File: src/rtl/core/fba_pkg.sv
// ----------------------------------------------------------------------------
// fba_pkg
// shared types and constants of the frame bitmap allocator
// ----------------------------------------------------------------------------
package fba_pkg;

  localparam int FRAME_W     = 12;
  localparam int FC_W        = 13;
  localparam int WORD_W      = 32;
  localparam int BIT_W       = 5;
  localparam int FIELD_WORDS = 128;

  localparam logic [FC_W-1:0]   FC_RESET  = 13'd4096;
  localparam logic [WORD_W-1:0] FULL_WORD = 32'hFFFF_FFFF;

  localparam logic CMD_ALLOC = 1'b0;
  localparam logic CMD_FREE  = 1'b1;

  localparam logic [1:0] ST_DONE = 2'd0;
  localparam logic [1:0] ST_NOOP = 2'd1;
  localparam logic [1:0] ST_FULL = 2'd2;

  typedef struct packed {
    logic               command;
    logic [FRAME_W-1:0] page_frame;
    logic               kernel_page;
    logic               writeable;
  } in_req_t;

  typedef struct packed {
    logic [FRAME_W-1:0] frame_out;
    logic               present_bit;
    logic               write_bit;
    logic               user_bit;
    logic [1:0]         status;
  } out_rsp_t;

endpackage

File: src/rtl/core/fba_zero_find.sv
// ----------------------------------------------------------------------------
// fba_zero_find
// position of the lowest clear bit of a bitmap word
// ----------------------------------------------------------------------------
module fba_zero_find
  import fba_pkg::*;
(
  input  logic [WORD_W-1:0] word,
  output logic [BIT_W-1:0]  pos
);

  always_comb begin
    pos = '0;
    for (int i = WORD_W - 1; i >= 0; i--) begin
      if (!word[i]) begin
        pos = BIT_W'(i);
      end
    end
  end

endmodule

File: config.mk
export PLATFORM = sky130hd
export DESIGN_NAME = fba_zero_find
export DESIGN_NICKNAME = d
export VERILOG_FILES = /design/src/rtl/core/fba_pkg.sv /design/src/rtl/core/fba_zero_find.sv
export SDC_FILE = /design/constraint.sdc
export NUM_CORES = 1
export LEC_CHECK = 0
export BUFFER_PORTS_ARGS = -buffer_cell sky130_fd_sc_hd__buf_2
export CAP_MARGIN = 20
export CORE_AREA = 2 2 39 41
export DETAILED_ROUTE_END_ITERATION = 8
export DIE_AREA = 0 0 41 43
export GPL_TIMING_DRIVEN = 0
export PLACE_DENSITY = 0.65
export SYNTH_ARGS = -nofsm -noshare
export SYNTH_HDL_FRONTEND = slang
export SYNTH_SLANG_ARGS = --single-unit
File: constraint.sdc
create_clock -name vclk -period 1.1
set_input_delay 0.11 -clock vclk [all_inputs]
set_output_delay 0.11 -clock vclk [all_outputs]
set_load 0.1 [all_outputs]
==> impl_summary.log <==
INFO  metric run_status = finished with violations
INFO  metric violations = negative setup slack
INFO  metric worstHoldStart = word[0]
INFO  metric antenna_found_initial = 0
INFO  metric die_width = 41 um
INFO  metric synth.yosys.warnings = 0
INFO  metric core = 1384 um^2
INFO  metric io_pins = 37
INFO  metric dp_hpwl = 1.184 mm
INFO  metric ys_types = 22
INFO  metric arrival = 1250 ps
INFO  metric netlist.area_leader.share = 0.1515
INFO  metric floorplan.die.height = 43 um
INFO  metric numPortBuffers = 37
INFO  metric worst-path-max-fanout = 2
INFO  metric setup_total_negative_slack = -1098 ps
INFO  metric final-seq-area = 0 um^2
INFO  metric timing.hold.worst_endpoint = pos[0]
INFO  metric worst_setup_path_start_kind = primary input
INFO  metric critPathKind = primary input to output pin
INFO  metric grt_pass1_wl = 2.290 mm
INFO  metric post-route-drc-count = 0
INFO  metric grt_start_max_net_pins = 6
INFO  metric clkbuf_count = 0
INFO  metric holdCritPathClass = primary input to output pin
INFO  metric drt-pass1-iter-count = 2
INFO  metric place_congestion = 0.7100
INFO  metric finalHoldViolations = 0
INFO  metric initial_core_util = 0.2685
INFO  metric final_cell_count_no_fill = 126
INFO  metric final_area = 880.8 um^2
INFO  metric end_of_flow_core_utilization = 0.6365
INFO  metric layout-drive-gt1-share = 0.5545
INFO  metric area.growth.synth_to_final = 137.0%
INFO  metric timing.final.ws_setup = -259.6 ps
INFO  metric starting_drt_drc_count = 5
INFO  metric cap_violations = 0
INFO  metric leakage = 0.3596 nW
INFO  metric timing.max_slew.rel_slack = 0.7669
INFO  metric n_sequential_cell = 0
INFO  metric floorplan.die_area = 1763 um^2
INFO  metric min_period = 1360 ps
INFO  metric first_global_vias = 613
INFO  metric worstHoldPathCells = 3
INFO  metric netlist_area = 371.6 um^2
INFO  metric final_min_period_over_clock_period = 1.236
INFO  metric design.final.nets = 144
INFO  metric drt-total-wl = 1.598 mm
INFO  metric max-vdd-ir-drop = 0.0001702 V
INFO  metric wire_per_inst = 12.68 um
INFO  metric detailed_place.area = 630.6 um^2
INFO  metric final_max_slew_viol_count = 0
INFO  metric tightest_slew = 345.9 ps
INFO  metric fmax = 735.5 MHz
INFO  metric track_usage = 0.1780
INFO  metric route.detailed.vias_per_inst = 5.437
INFO  metric synth.avg_cell_area = 5.806 um^2
INFO  metric site_row_count = 14
INFO  metric worst_ep_required_time = 990 ps
INFO  metric global_route.overflow_total = 0
INFO  metric n_antenna_cell = 0
INFO  metric rsz0062_at_grt = yes
INFO  metric syn_inst = 64
INFO  metric synth_area_leaders = sky130_fd_sc_hd__nand4_1, sky130_fd_sc_hd__nand3_1, sky130_fd_sc_hd__nand2_1
INFO  metric place_inst = 117
INFO  metric antenna_left = 0
INFO  metric netlist.top_cell.by_area = sky130_fd_sc_hd__nand4_1
INFO  metric design_power_total = 294.4 uW
INFO  metric vias = 685
INFO  metric power_density = 334.2 nW/um^2
INFO  metric ys_seq_area_frac = 0
INFO  metric setup_violators_final = 5
INFO  metric synthesis.nets = 96
INFO  metric end_kind = output pin
## repair_timing
| action | 4_1_cts | 5_1_grt |
|---|---|---|
| hold endpoints to repair | 0 | 0 |
| endpoints found under the setup margin | 5 | 5 |
| pin swaps | 9 | 7 |
| hold buffers | 0 | 0 |
| resized for setup | 35 | 6 |
| buffers inserted | 8 | 1 |
## final cells by class
| class | count | area, um^2 |
|---|---|---|
| Fill cell | 133 | 503.0 |
| Multi-Input combinational cell | 58 | 435.4 |
| Timing Repair Buffer | 46 | 395.4 |
| Inverter | 6 | 30.03 |
| Tap cell | 16 | 20.02 |
## routing by layer
metal | vias up | GRT usage | part of all wire
met5 | - | 0 | 0
met4 | 0 | 0.01333 | 0
met3 | 0 | 0.01047 | 0.069
met2 | 30 | 0.3500 | 0.54
met1 | 310 | 0.1968 | 0.39
li1 | 345 | - | -
## worst max-delay path, stage by stage
cell and delay [ps]:
sky130_fd_sc_hd__buf_6 70, sky130_fd_sc_hd__and2_4 150, sky130_fd_sc_hd__nand3_4 70, sky130_fd_sc_hd__or3_4 360, sky130_fd_sc_hd__a2111oi_4 210, sky130_fd_sc_hd__buf_6 270
## where the power goes
| part | internal (mW) | switching (mW) |
|---|---|---|
| registers | 0 | 0 |
| logic | 0.141 | 0.153 |
| clock network | 0 | 0 |
| total | 0.141 | 0.153 |
## worst max path at each step
stage              from  endpoint  slack (ps)
6_report        word[2]    pos[4]        -260
5_1_grt         word[2]    pos[4]        -300
4_1_cts         word[2]    pos[4]        -250
3_5_place_dp   word[11]    pos[0]        -540
3_3_place_gp   word[11]    pos[0]        -570
2_1_floorplan   word[2]    pos[4]        -760
## synth_stat cells, drive strengths merged
| master | n |
|---|---|
| nor2b | 1 |
| o2111ai | 2 |
| o221a | 1 |
| inv | 6 |
| a2111oi | 2 |
| a21oi | 4 |
| o21ba | 1 |
| and2 | 1 |
| a21o | 1 |
| or3 | 1 |
| o21bai | 1 |
| nand2b | 1 |
| nand3b | 1 |
| o21ai | 6 |
| a31oi | 3 |
| nand2 | 9 |
| nand3 | 8 |
| nand4 | 9 |
| nor2 | 5 |
| a211oi | 1 |
## through the flow
step,hold WS [ps],setup WS (ps)
2_1_floorplan,425.1,-757.7
4_1_cts,626.4,-252.1
3_3_place_gp,727.0,-565.5
5_1_grt,655.2,-298.7
3_5_place_dp,734.1,-541.8
6_report,646.7,-259.6
## cell usage in the layout, fill, tap and decap left out, types with 2 or more instances in the layout
cell | netlist | layout
sky130_fd_sc_hd__buf_2 | 0 | 19
sky130_fd_sc_hd__buf_6 | 0 | 12
sky130_fd_sc_hd__buf_4 | 0 | 10
sky130_fd_sc_hd__nand4_1 | 9 | 9
sky130_fd_sc_hd__nand2_1 | 9 | 8
sky130_fd_sc_hd__nand3_1 | 7 | 7
sky130_fd_sc_hd__inv_1 | 6 | 5
sky130_fd_sc_hd__nor2_1 | 5 | 4
sky130_fd_sc_hd__a31oi_1 | 3 | 3
sky130_fd_sc_hd__o21ai_0 | 6 | 3
sky130_fd_sc_hd__buf_12 | 0 | 3
sky130_fd_sc_hd__o21ai_2 | 0 | 2
sky130_fd_sc_hd__a21oi_1 | 4 | 2
sky130_fd_sc_hd__o2111ai_1 | 2 | 2
sky130_fd_sc_hd__a2111oi_4 | 0 | 2
sky130_fd_sc_hd__buf_8 | 0 | 2
## cell families (layout without fill, tap and decap cells)
group	Yosys count	count (layout)	share of synthesized area
AO/OA/AOI/OAI	22	22	0.4175
AND/OR/NAND/NOR	36	36	0.5219
buffers and inverters	6	52	0.06060
(Power assumes the default switching activity.)
